--- src/ordered_array_list_macros.svh ---
// Assertion macros for the ordered array list block.
// Used by the top level; expects i_clk and i_rst_n in scope.
`ifndef ORDERED_ARRAY_LIST_MACROS_SVH
`define ORDERED_ARRAY_LIST_MACROS_SVH

// Checked only outside reset.
`define OAL_ASSERT(lbl, prop) \
    lbl: assert property (@(posedge i_clk) disable iff (!i_rst_n) prop) \
        else $error("ordered_array_list assertion failed");

// Checked at every edge, reset included.
`define OAL_ASSERT_ALWAYS(lbl, prop) \
    lbl: assert property (@(posedge i_clk) prop) \
        else $error("ordered_array_list assertion failed");

`endif

--- src/oal_pkg.sv ---
// Package for the ordered array list: request and response types, codes.
// No dependencies.
`default_nettype none

package oal_pkg;

    localparam logic [2:0] OP_CLEAR  = 3'd0;
    localparam logic [2:0] OP_INSERT = 3'd1;
    localparam logic [2:0] OP_DELETE = 3'd2;
    localparam logic [2:0] OP_FIND   = 3'd3;
    localparam logic [2:0] OP_READ   = 3'd4;

    localparam logic [1:0] ST_OK       = 2'd0;
    localparam logic [1:0] ST_FULL     = 2'd1;
    localparam logic [1:0] ST_BADPOS   = 2'd2;
    localparam logic [1:0] ST_NOTFOUND = 2'd3;

    typedef struct packed {
        logic        [2:0]  operation;
        logic        [4:0]  position;
        logic signed [31:0] value;
    } t_req;

    typedef struct packed {
        logic        [1:0]  status;
        logic signed [31:0] data_out;
        logic        [4:0]  found_position;
        logic        [4:0]  length_out;
    } t_rsp;

endpackage

`default_nettype wire

--- src/ordered_array_list.sv ---
// Ordered array list of signed 32-bit values with insert, delete, find, read.
// Uses oal_pkg, oal_ram and ordered_array_list_macros.svh.
//
// Usage:
//   Requests enter on i_in_req with i_in_valid; a request is taken at an edge
//   where i_in_valid is high and o_in_stall is low. Each request yields one
//   response on o_out_rsp with o_out_valid, taken when i_out_stall is low.
//   One request is worked on at a time; o_in_stall is high while a request
//   is in progress or its response waits, so the next request is taken
//   only after the response has been taken.
//   Work per operation, on the single RAM port pair:
//     clear, errors, unused codes: answered from idle without RAM access
//     read:   one RAM read, then the response
//     insert: entries from position to the end move up one place, then write
//     delete: the entry is read, then later entries move down one place
//     find:   entries are scanned from the first until a match or the end
//   Shift and scan loops issue one RAM read a cycle and use it the next.
//   Reset (synchronous, active low) empties the list and drops any pending
//   response; entry storage is not cleared, only entries below the length
//   are ever read. A stalled response holds in the output register.
`default_nettype none

`include "ordered_array_list_macros.svh"

module ordered_array_list #(
    parameter int CAPACITY = 16
) (
    input  wire logic          i_clk,
    input  wire logic          i_rst_n,
    input  wire logic          i_in_valid,
    output logic               o_in_stall,
    input  wire oal_pkg::t_req i_in_req,
    output logic               o_out_valid,
    input  wire logic          i_out_stall,
    output oal_pkg::t_rsp      o_out_rsp
);

    localparam int IW = $clog2(CAPACITY);
    localparam int CW = $clog2(CAPACITY + 1);
    localparam int PW = (CW > 5) ? CW : 5;

    typedef enum logic [2:0] {
        S_IDLE,
        S_RD_WAIT,
        S_DEL_RD,
        S_SHIFT,
        S_SCAN
    } t_state;

    t_state             r_state, n_state;
    logic [CW-1:0]      r_count, n_count;
    logic [2:0]         r_op, n_op;
    logic [4:0]         r_pos, n_pos;
    logic signed [31:0] r_val, n_val;
    logic [IW-1:0]      r_s, n_s;
    logic [CW-1:0]      r_n, n_n;
    logic               r_pend, n_pend;
    logic [IW-1:0]      r_paddr, n_paddr;
    logic signed [31:0] r_data, n_data;
    oal_pkg::t_rsp      r_out, n_out;
    logic               r_out_valid, n_out_valid;

    logic               ram_we;
    logic [IW-1:0]      ram_waddr;
    logic signed [31:0] ram_wdata;
    logic [IW-1:0]      ram_raddr;
    logic signed [31:0] ram_rdata;

    logic               accept;
    logic [PW-1:0]      cnt_x, pos_x, pos_m1, rpos_m1;
    logic               bad_pos;

    oal_ram #(
        .DEPTH (CAPACITY),
        .AW    (IW)
    ) u_ram (
        .i_clk   (i_clk),
        .i_we    (ram_we),
        .i_waddr (ram_waddr),
        .i_wdata (ram_wdata),
        .i_raddr (ram_raddr),
        .o_rdata (ram_rdata)
    );

    assign o_in_stall  = (r_state != S_IDLE) || r_out_valid;
    assign accept      = i_in_valid && !o_in_stall;
    assign o_out_valid = r_out_valid;
    assign o_out_rsp   = r_out;

    assign cnt_x   = PW'(r_count);
    assign pos_x   = PW'(i_in_req.position);
    assign pos_m1  = pos_x - PW'(1);
    assign rpos_m1 = PW'(r_pos) - PW'(1);
    assign bad_pos = (pos_x == '0) || (pos_x > cnt_x);

    always_comb begin
        n_state     = r_state;
        n_count     = r_count;
        n_op        = r_op;
        n_pos       = r_pos;
        n_val       = r_val;
        n_s         = r_s;
        n_n         = r_n;
        n_pend      = 1'b0;
        n_paddr     = r_paddr;
        n_data      = r_data;
        n_out       = r_out;
        n_out_valid = r_out_valid && i_out_stall;
        ram_we      = 1'b0;
        ram_waddr   = r_paddr;
        ram_wdata   = ram_rdata;
        ram_raddr   = r_s;

        unique case (r_state)
            S_IDLE: begin
                if (accept) begin
                    n_op        = i_in_req.operation;
                    n_pos       = i_in_req.position;
                    n_val       = i_in_req.value;
                    n_out.status         = oal_pkg::ST_OK;
                    n_out.data_out       = '0;
                    n_out.found_position = '0;
                    n_out.length_out     = 5'(r_count);
                    n_out_valid          = 1'b1;
                    unique case (i_in_req.operation)
                        oal_pkg::OP_CLEAR: begin
                            n_count          = '0;
                            n_out.length_out = '0;
                        end
                        oal_pkg::OP_INSERT: begin
                            if (cnt_x == PW'(CAPACITY)) begin
                                n_out.status = oal_pkg::ST_FULL;
                            end else if (pos_x == '0 || pos_x > cnt_x + PW'(1)) begin
                                n_out.status = oal_pkg::ST_BADPOS;
                            end else begin
                                n_out_valid = 1'b0;
                                n_s         = IW'(cnt_x - PW'(1));
                                n_n         = CW'(cnt_x - pos_x + PW'(1));
                                n_state     = S_SHIFT;
                            end
                        end
                        oal_pkg::OP_DELETE: begin
                            if (bad_pos) begin
                                n_out.status = oal_pkg::ST_BADPOS;
                            end else begin
                                n_out_valid = 1'b0;
                                ram_raddr   = pos_m1[IW-1:0];
                                n_s         = IW'(pos_x);
                                n_n         = CW'(cnt_x - pos_x);
                                n_state     = S_DEL_RD;
                            end
                        end
                        oal_pkg::OP_FIND: begin
                            n_out_valid = 1'b0;
                            n_s         = '0;
                            n_n         = r_count;
                            n_state     = S_SCAN;
                        end
                        oal_pkg::OP_READ: begin
                            if (bad_pos) begin
                                n_out.status = oal_pkg::ST_BADPOS;
                            end else begin
                                n_out_valid = 1'b0;
                                ram_raddr   = pos_m1[IW-1:0];
                                n_state     = S_RD_WAIT;
                            end
                        end
                        default: begin
                        end
                    endcase
                end
            end
            S_RD_WAIT: begin
                n_out.data_out = ram_rdata;
                n_out_valid    = 1'b1;
                n_state        = S_IDLE;
            end
            S_DEL_RD: begin
                n_data  = ram_rdata;
                n_state = S_SHIFT;
            end
            S_SHIFT: begin
                if (r_pend) begin
                    ram_we    = 1'b1;
                    ram_waddr = r_paddr;
                    ram_wdata = ram_rdata;
                end
                if (r_n != '0) begin
                    ram_raddr = r_s;
                    n_pend    = 1'b1;
                    n_n       = r_n - CW'(1);
                    if (r_op == oal_pkg::OP_INSERT) begin
                        n_paddr = r_s + IW'(1);
                        n_s     = r_s - IW'(1);
                    end else begin
                        n_paddr = r_s - IW'(1);
                        n_s     = r_s + IW'(1);
                    end
                end else if (!r_pend) begin
                    n_out_valid = 1'b1;
                    n_state     = S_IDLE;
                    if (r_op == oal_pkg::OP_INSERT) begin
                        ram_we           = 1'b1;
                        ram_waddr        = rpos_m1[IW-1:0];
                        ram_wdata        = r_val;
                        n_count          = r_count + CW'(1);
                        n_out.data_out   = '0;
                        n_out.length_out = 5'(r_count + CW'(1));
                    end else begin
                        n_count          = r_count - CW'(1);
                        n_out.data_out   = r_data;
                        n_out.length_out = 5'(r_count - CW'(1));
                    end
                end
            end
            S_SCAN: begin
                if (r_pend && ram_rdata == r_val) begin
                    n_out.status         = oal_pkg::ST_OK;
                    n_out.found_position = 5'(PW'(r_paddr) + PW'(1));
                    n_out_valid          = 1'b1;
                    n_state              = S_IDLE;
                end else if (r_n != '0) begin
                    ram_raddr = r_s;
                    n_pend    = 1'b1;
                    n_paddr   = r_s;
                    n_s       = r_s + IW'(1);
                    n_n       = r_n - CW'(1);
                end else if (!r_pend) begin
                    n_out.status         = oal_pkg::ST_NOTFOUND;
                    n_out.found_position = '0;
                    n_out_valid          = 1'b1;
                    n_state              = S_IDLE;
                end
            end
            default: begin
                n_state = S_IDLE;
            end
        endcase
    end

    always_ff @(posedge i_clk) begin
        if (!i_rst_n) begin
            r_state     <= S_IDLE;
            r_count     <= '0;
            r_pend      <= 1'b0;
            r_out_valid <= 1'b0;
        end else begin
            r_state     <= n_state;
            r_count     <= n_count;
            r_pend      <= n_pend;
            r_out_valid <= n_out_valid;
        end
        r_op    <= n_op;
        r_pos   <= n_pos;
        r_val   <= n_val;
        r_s     <= n_s;
        r_n     <= n_n;
        r_paddr <= n_paddr;
        r_data  <= n_data;
        r_out   <= n_out;
    end

    `OAL_ASSERT(a_count_in_range, (r_count <= CW'(CAPACITY)))
    `OAL_ASSERT_ALWAYS(a_busy_stalls, (r_state != S_IDLE) |-> o_in_stall)
    `OAL_ASSERT(a_scan_no_write, (r_state == S_SCAN) |-> !ram_we)
    `OAL_ASSERT(a_write_in_range, ram_we |-> (PW'(ram_waddr) < PW'(CAPACITY)))
    `OAL_ASSERT(a_done_returns_idle, ($rose(r_out_valid) |-> (r_state == S_IDLE)))

endmodule

`default_nettype wire

--- src/oal_ram.sv ---
// Entry storage for the ordered array list: one write port, one read port,
// registered read data. No dependencies.
`default_nettype none

module oal_ram #(
    parameter int DEPTH = 16,
    parameter int AW    = 4
) (
    input  wire logic              i_clk,
    input  wire logic              i_we,
    input  wire logic [AW-1:0]     i_waddr,
    input  wire logic signed [31:0] i_wdata,
    input  wire logic [AW-1:0]     i_raddr,
    output logic signed [31:0]     o_rdata
);

    logic signed [31:0] r_mem [DEPTH];

    always_ff @(posedge i_clk) begin
        if (i_we) begin
            r_mem[i_waddr] <= i_wdata;
        end
        o_rdata <= r_mem[i_raddr];
    end

endmodule

`default_nettype wire
--- config.mk ---
export PLATFORM = sky130hd
export DESIGN_NAME = ordered_array_list
export DESIGN_NICKNAME = d
export VERILOG_FILES = /design/src/oal_pkg.sv /design/src/ordered_array_list.sv /design/src/oal_ram.sv
export VERILOG_INCLUDE_DIRS = /design/src /design/src/src
export SDC_FILE = /design/constraint.sdc
export NUM_CORES = 1
export LEC_CHECK = 0
export BUFFER_PORTS_ARGS = -buffer_cell sky130_fd_sc_hd__buf_2
export CORE_ASPECT_RATIO = 0.8
export CORE_MARGIN = 2
export CORE_UTILIZATION = 52
export CTS_BUF_LIST = sky130_fd_sc_hd__clkbuf_16
export CTS_CLUSTER_SIZE = 28
export DETAILED_ROUTE_END_ITERATION = 8
export PLACE_DENSITY = 0.76
export SYNTH_ARGS = -nofsm -noshare
export SYNTH_HDL_FRONTEND = slang
export SYNTH_HIERARCHICAL = 1
export SYNTH_SLANG_ARGS = --single-unit
--- constraint.sdc ---
create_clock -name i_clk -period 12.1 [get_ports i_clk]
set_input_delay 2.42 -clock i_clk [delete_from_list [all_inputs] [get_ports i_clk]]
set_output_delay 2.42 -clock i_clk [all_outputs]
set_load 0.02 [all_outputs]
; ---- Word level (Yosys, flattened, before mapping)
; Memories as Yosys holds them, arrays and structs flattened. A register that Yosys moved wholly into a read port is not among the register bits.
; Index checks and enable logic that the tools add are counted.
[word_totals]
out_inout_bits = 46
wordCells = 167
ramBits = 512
regBits = 138
in_bits = 44
memories = 1
[memory_table]
columns = memory, words, word_bits, read_ports, rd_ports_with_merged_regs, wr, line
row1 = u_ram.r_mem, 16, 32, 1, 1, 1, oal_ram.sv:17  ; logic signed [31:0] r_mem [DEPTH];
[op_classes]
n_eq_ne = 25
n_lt_le_gt_ge = 2
reduce_logical = 26
addsub = 10
n_mux = 88
[op_table]
columns = cell, count
row1 = two-way mux 32 bit, 7
row2 = case mux 32 bit (3 select lines), 1
row3 = two-way mux 4 bit, 20
row4 = two-way mux 5 bit, 14
row5 = two-way mux 44 bit, 1
row6 = == test 32 bit, 1
row7 = case mux 5 bit (2 select lines), 3
row8 = case mux 5 bit (3 select lines), 2
row9 = two-way mux 3 bit, 8
row10 = case mux 3 bit (4 select lines), 2
row11 = case mux 4 bit (3 select lines), 2
row12 = inequality test 3 bit (second input constant), 6
row13 = two-way mux 1 bit, 16
row14 = AND reduction 4 bit, 4
row15 = == test 3 x 2 -> 1 bit (second input constant), 4
row16 = two-way mux 2 bit, 6
row17 = inequality test 2 bit (second input constant), 6
row18 = subtractor 4 x 1 -> 4 bit (second input constant), 3
row19 = adder 5 x 1 -> 5 bit (second input constant), 2
row20 = greater-than comparator 5 bit, 2
row21 = subtractor 5 x 1 -> 5 bit (second input constant), 2
row22 = == test 3 x 1 -> 1 bit (second input constant), 3
row23 = AND reduction 9 bit, 1
row24 = nonzero test 3 bit, 3
row25 = other kinds (23), 32

; ---- Depth between registers and ports, before layout
[depth]
depth_word = 8
ltp_mapped = 15

; ---- Hierarchy
; Netlist, hierarchy kept.
[modules_own_cells]
columns = module, seq_area_each_um2, area_per_inst_um2, cells_each, n_inst
row1 = oal_ram, 16015.4, 19835.3, 838, 1
row2 = ordered_array_list, 4043.9, 7079.3, 622, 1

; ---- Worst setup path before layout
; OpenSTA, ideal clock, no wires.
[synth_path]
path_type = input to register
start = input i_in_req[34] in the netlist's numbering
end = register u_ram.o_rdata[10], read port of u_ram.r_mem
setup_slack_ns = 6.949
t_arrival_ns = 5.031
stages = 13
path_cell_list = inv_1 > ha_1 > o21ai_0 > a21oi_2 > o31ai_1 > or3b_1 > clkbuf_2 > o21ai_1 > buf_2 > buf_2 > mux4_2 > a22oi_1 > nand2_1
[synth_between]
elab_chain_cells = 6
[synth_rtl]
columns = item, line
row1 = start: declaration, ordered_array_list.sv:32  ; input wire oal_pkg::t_req i_in_req,
row2 = greater-than comparator 5 bit or zero test 5 bit (tied branches), ordered_array_list.sv:94  ; assign bad_pos = (pos_x == '0) || (pos_x > cnt_x);
row3 = logical OR 1 bit (*), ordered_array_list.sv:94
row4 = two-way mux 4 bit (*), "ordered_array_list.sv:143, ordered_array_list.sv:160"
row5 = two-way mux 4 bit (*), --
row6 = two-way mux 4 bit (*), ordered_array_list.sv:116  ; if (accept) begin
row7 = two-way mux 4 bit (*), --
row8 = via ram_raddr[0], ordered_array_list.sv:66  ; logic [IW-1:0] ram_raddr;
row9 = end: declaration, oal_ram.sv:14  ; output logic signed [31:0] o_rdata
; The timed path passes the listed nets; every way through them passes the cells marked *.
; A chain may end at the register's enable or synchronous reset.

; ---- Worst setup path in the final report
[layout_path]
start = input i_in_req[34] in the netlist's numbering
end = register u_ram.o_rdata[14], read port of u_ram.r_mem
; The elaborated chain is that of the path after synthesis.

==> flow_metrics.py <==
metrics = {
    "run_status": {
        "status": "completed",
    },
    "worst_setup_path": {
        "worstSetupPathType": "input port to flip-flop",
        "startpoint": "i_in_req[34]",
        "r2r-start": "r_state[1]",
        "worst_setup_path_end_kind": "flip-flop",
        "path_buf_inv": 4,
        "rrSetupSlack_ns": 7.01,
        "slowest_stage": "buf_4",
        "cpPeakStageDelay_ns": 0.88,
        "crit_chain": "buf_2 > inv_1 > ha_1 > o21ai_0 > a21oi_2 > o31ai_1 > or3b_1 > nand2_1 > o21ai_4 > buf_4 > buf_4 > mux4_2 > a22oi_1 > nand2_1",
        "cp-start-kind": "input port",
        "cp_top_family": "buffers and inverters",
        "crit_fanout": 48,
        "cp_data_arrival_time_ns": 6.90,
        "crit_required_ns": 12.58,
    },
    "clock_network": {
        "cts_max_level": 3,
        "clk_latency_ns": 0.60,
        "clock_path_buffers": 3,
        "cts.sinks": 682,
        "cts_hold_buf": 0,
        "cts.repair.resized": 0,
        "root_buffer": "clkbuf_16",
        "clk_pin_slew_ns": 0.06,
        "cts_tree": "built",
        "cts_made_buffers": 66,
        "cts_setup_buffers": 0,
    },
    "floorplan": {
        "core_sq_um": 51110,
        "num_rows": 74,
        "start_util": 0.5266,
        "dieArea_sq_um": 53610,
        "ioPinCount": 90,
        "fp.dieH_um": 207.5,
        "dieWidth_um": 258.4,
    },
    "detailed_routing": {
        "drt_iter0_drc": 2084,
        "drt-met1-wl_mm": 24.66,
        "drt_pass1_iterations": 5,
        "via_per_inst": 6.309,
        "route.detailed.drc": 0,
        "topRoutingLayerUsed": "met4",
        "vias": 14611,
        "wl_per_cell_um": 27.29,
        "drt_wl_total_mm": 63.20,
        "met2WireLength_mm": 30.39,
        "met3_length_mm": 6.647,
        "antenna_left": 0,
    },
    "timing": {
        "post-route-min-period_ns": 6.419,
        "setup_slack_ns": 5.681,
        "setup_viol": 0,
        "finalHoldViolations": 0,
        "tns_ns": 0,
        "max_freq_ghz": 0.1558,
        "rsz0062_at_grt": "false",
        "maxSlewHeadroom": 0.3310,
        "report.final.slew_viol_count": 0,
        "tightest_slew_ns": 1.003,
        "finClkSkew_ns": 0.02545,
        "finalCritPeriodShare": 0.5305,
    },
    "yosys": {
        "synth-simple-area-share": 0.05049,
        "ys_seq_area_frac": 0.7453,
        "synth-edff-count": 640,
        "yosysTopAreaCell": "edfxtp_1",
        "ys_types": 72,
        "synth_warnings": 6,
        "synth_xor_area_frac": 0.01725,
        "synth.avg_cell_area_sq_um": 18.43,
        "synth.ff_latch_count": 682,
        "synth_fa_ha_area_frac": 0.01051,
        "netlist.area_leader.share": 0.7141,
        "syn_nets": 1526,
        "ys.flop_type": "edfxtp_1",
        "synth.area.top_cells": "edfxtp_1 (71%), mux4_2 (11%), dfxtp_1 (3.1%)",
        "synth_top_family_by_area": "multiplexers",
        "syn-cell-area_sq_um": 26910,
        "synth_compound_area_frac": 0.05174,
        "muxShareOfSynthArea": 0.1099,
        "async_flop_share": 0,
        "synthCells": 1460,
    },
    "worst_hold_path": {
        "min_from": "u_ram/o_rdata[26]",
        "min_path_type": "flip-flop to flip-flop",
    },
    "placed_design": {
        "io_buffers": 89,
        "place_congestion": 0.8873,
        "dp_hpwl_mm": 34.26,
        "place_ws_ns": 5.124,
    },
    "global_routing": {
        "grt_usage": 0.2385,
        "grt_pass1_vias": 14293,
        "grt_max_degree": 129,
        "grt.overflow.total": 0,
        "grt_pass1_wl_mm": 92.85,
        "antenna_found_initial": 0,
    },
    "power": {
        "power_leakage_uw": 0.01020,
        "ir_worst_vdd_v": 0.0001053,
        "p_per_area_nw_per_um2": 174.8,
    },
    "cells_and_area": {
        "final_nets": 1645,
        "final_util": 0.5951,
        "synthToLayoutAreaGrowth_pct": 13.01,
        "num_antenna_cells": 0,
        "drive_above_1_share": 0.2371,
    },
    "run": {
        "drv_cap": 0,
    },
}
==> cells in the final DEF (no fill, tap or decap), types with 22 or more instances in the layout <==
master / synthesis / routed
buf_2: 21 / 89
a22o_1: 33 / 33
nand2_1: 169 / 169
buf_4: 9 / 32
a21oi_1: 23 / 22
nor2_1: 37 / 22
a22oi_1: 65 / 65
edfxtp_1: 640 / 640
dfxtp_1: 42 / 42
clkbuf_16: 0 / 68
mux4_2: 128 / 128
xnor2_1: 46 / 46
inv_1: 19 / 33
==> kinds of logic after synthesis <==
group,Yosys count
fa+ha+maj,22
flops,682
mux,135
buf+inv,90
compound gates,188
simple gates,290
xor+xnor,53
==> report_power, final <==
group          leakage (uW)  total, uW  switching (uW)  internal, uW
clock network       0.00106       1960             868          1090
logic               0.00294        533             351           182
registers           0.00620       2820            67.7          2750
total                0.0102       5320            1290          4030
==> area by class of cell <==
class                      count  area, sq um
clock buffer                  68         1702
clock inverter                53        370.4
fill                        3620        20690
inverter                      19        71.32
multi-input combinational    688         6653
sequential                   682        20060
tap                          684        855.8
timing repair buffer         122        705.7
==> final timing paths <==
path / cells past startpoint / endpoint
max: 14 / u_ram/o_rdata[14]
min: 0 / r_data[26]
max reg2reg: 8 / u_ram/r_mem[1][26]
min reg2reg: 0 / r_data[26]
==> metal layers <==
metal | up-vias | GRT usage
li1 | 6099 | -
met5 | - | 0
met4 | 0 | 0.06578
met1 | 7551 | 0.3395
met2 | 844 | 0.3724
met3 | 117 | 0.05775
==> flip-flops by register name, summed over array words and instances (netlist names), 5 cells and up <==
register / flops
u_ram/r_mem: 512
o_out_rsp: 44
r_data: 32
r_val: 32
u_ram/o_rdata: 32
cnt_x: 5
r_n: 5
==> metrics by stage <==
step	hold WS, ns	instance area (sq um)	std cells	power, uW
final	0.5165	30420	2316	5316
after global routing	0.5268	30420	2316	5493
after CTS	0.5223	30420	2316	5349
after detailed placement	0.5129	28340	2195	3402
after global placement	0.4887	28340	2195	3379
after floorplan	0.4733	26910	1460	3205
==> synth_stat cells (5+ instances only) <==
master    count
a21oi_1      23
a22o_1       33
a22oi_1      65
buf_1        11
buf_2        21
buf_4         9
clkbuf_1     29
dfxtp_1      42
edfxtp_1    640
ha_1         21
inv_1        19
mux2i_1       5
mux4_2      128
nand2_1     169
nand2b_1     10
nand3_1       8
nand4_1       8
nor2_1       37
nor2b_1       8
nor3_1       17
o21ai_0      14
o21ai_1       7
o31ai_1       5
xnor2_1      46
xor2_1        7
No activity file was read; power rests on OpenSTA's default activity.
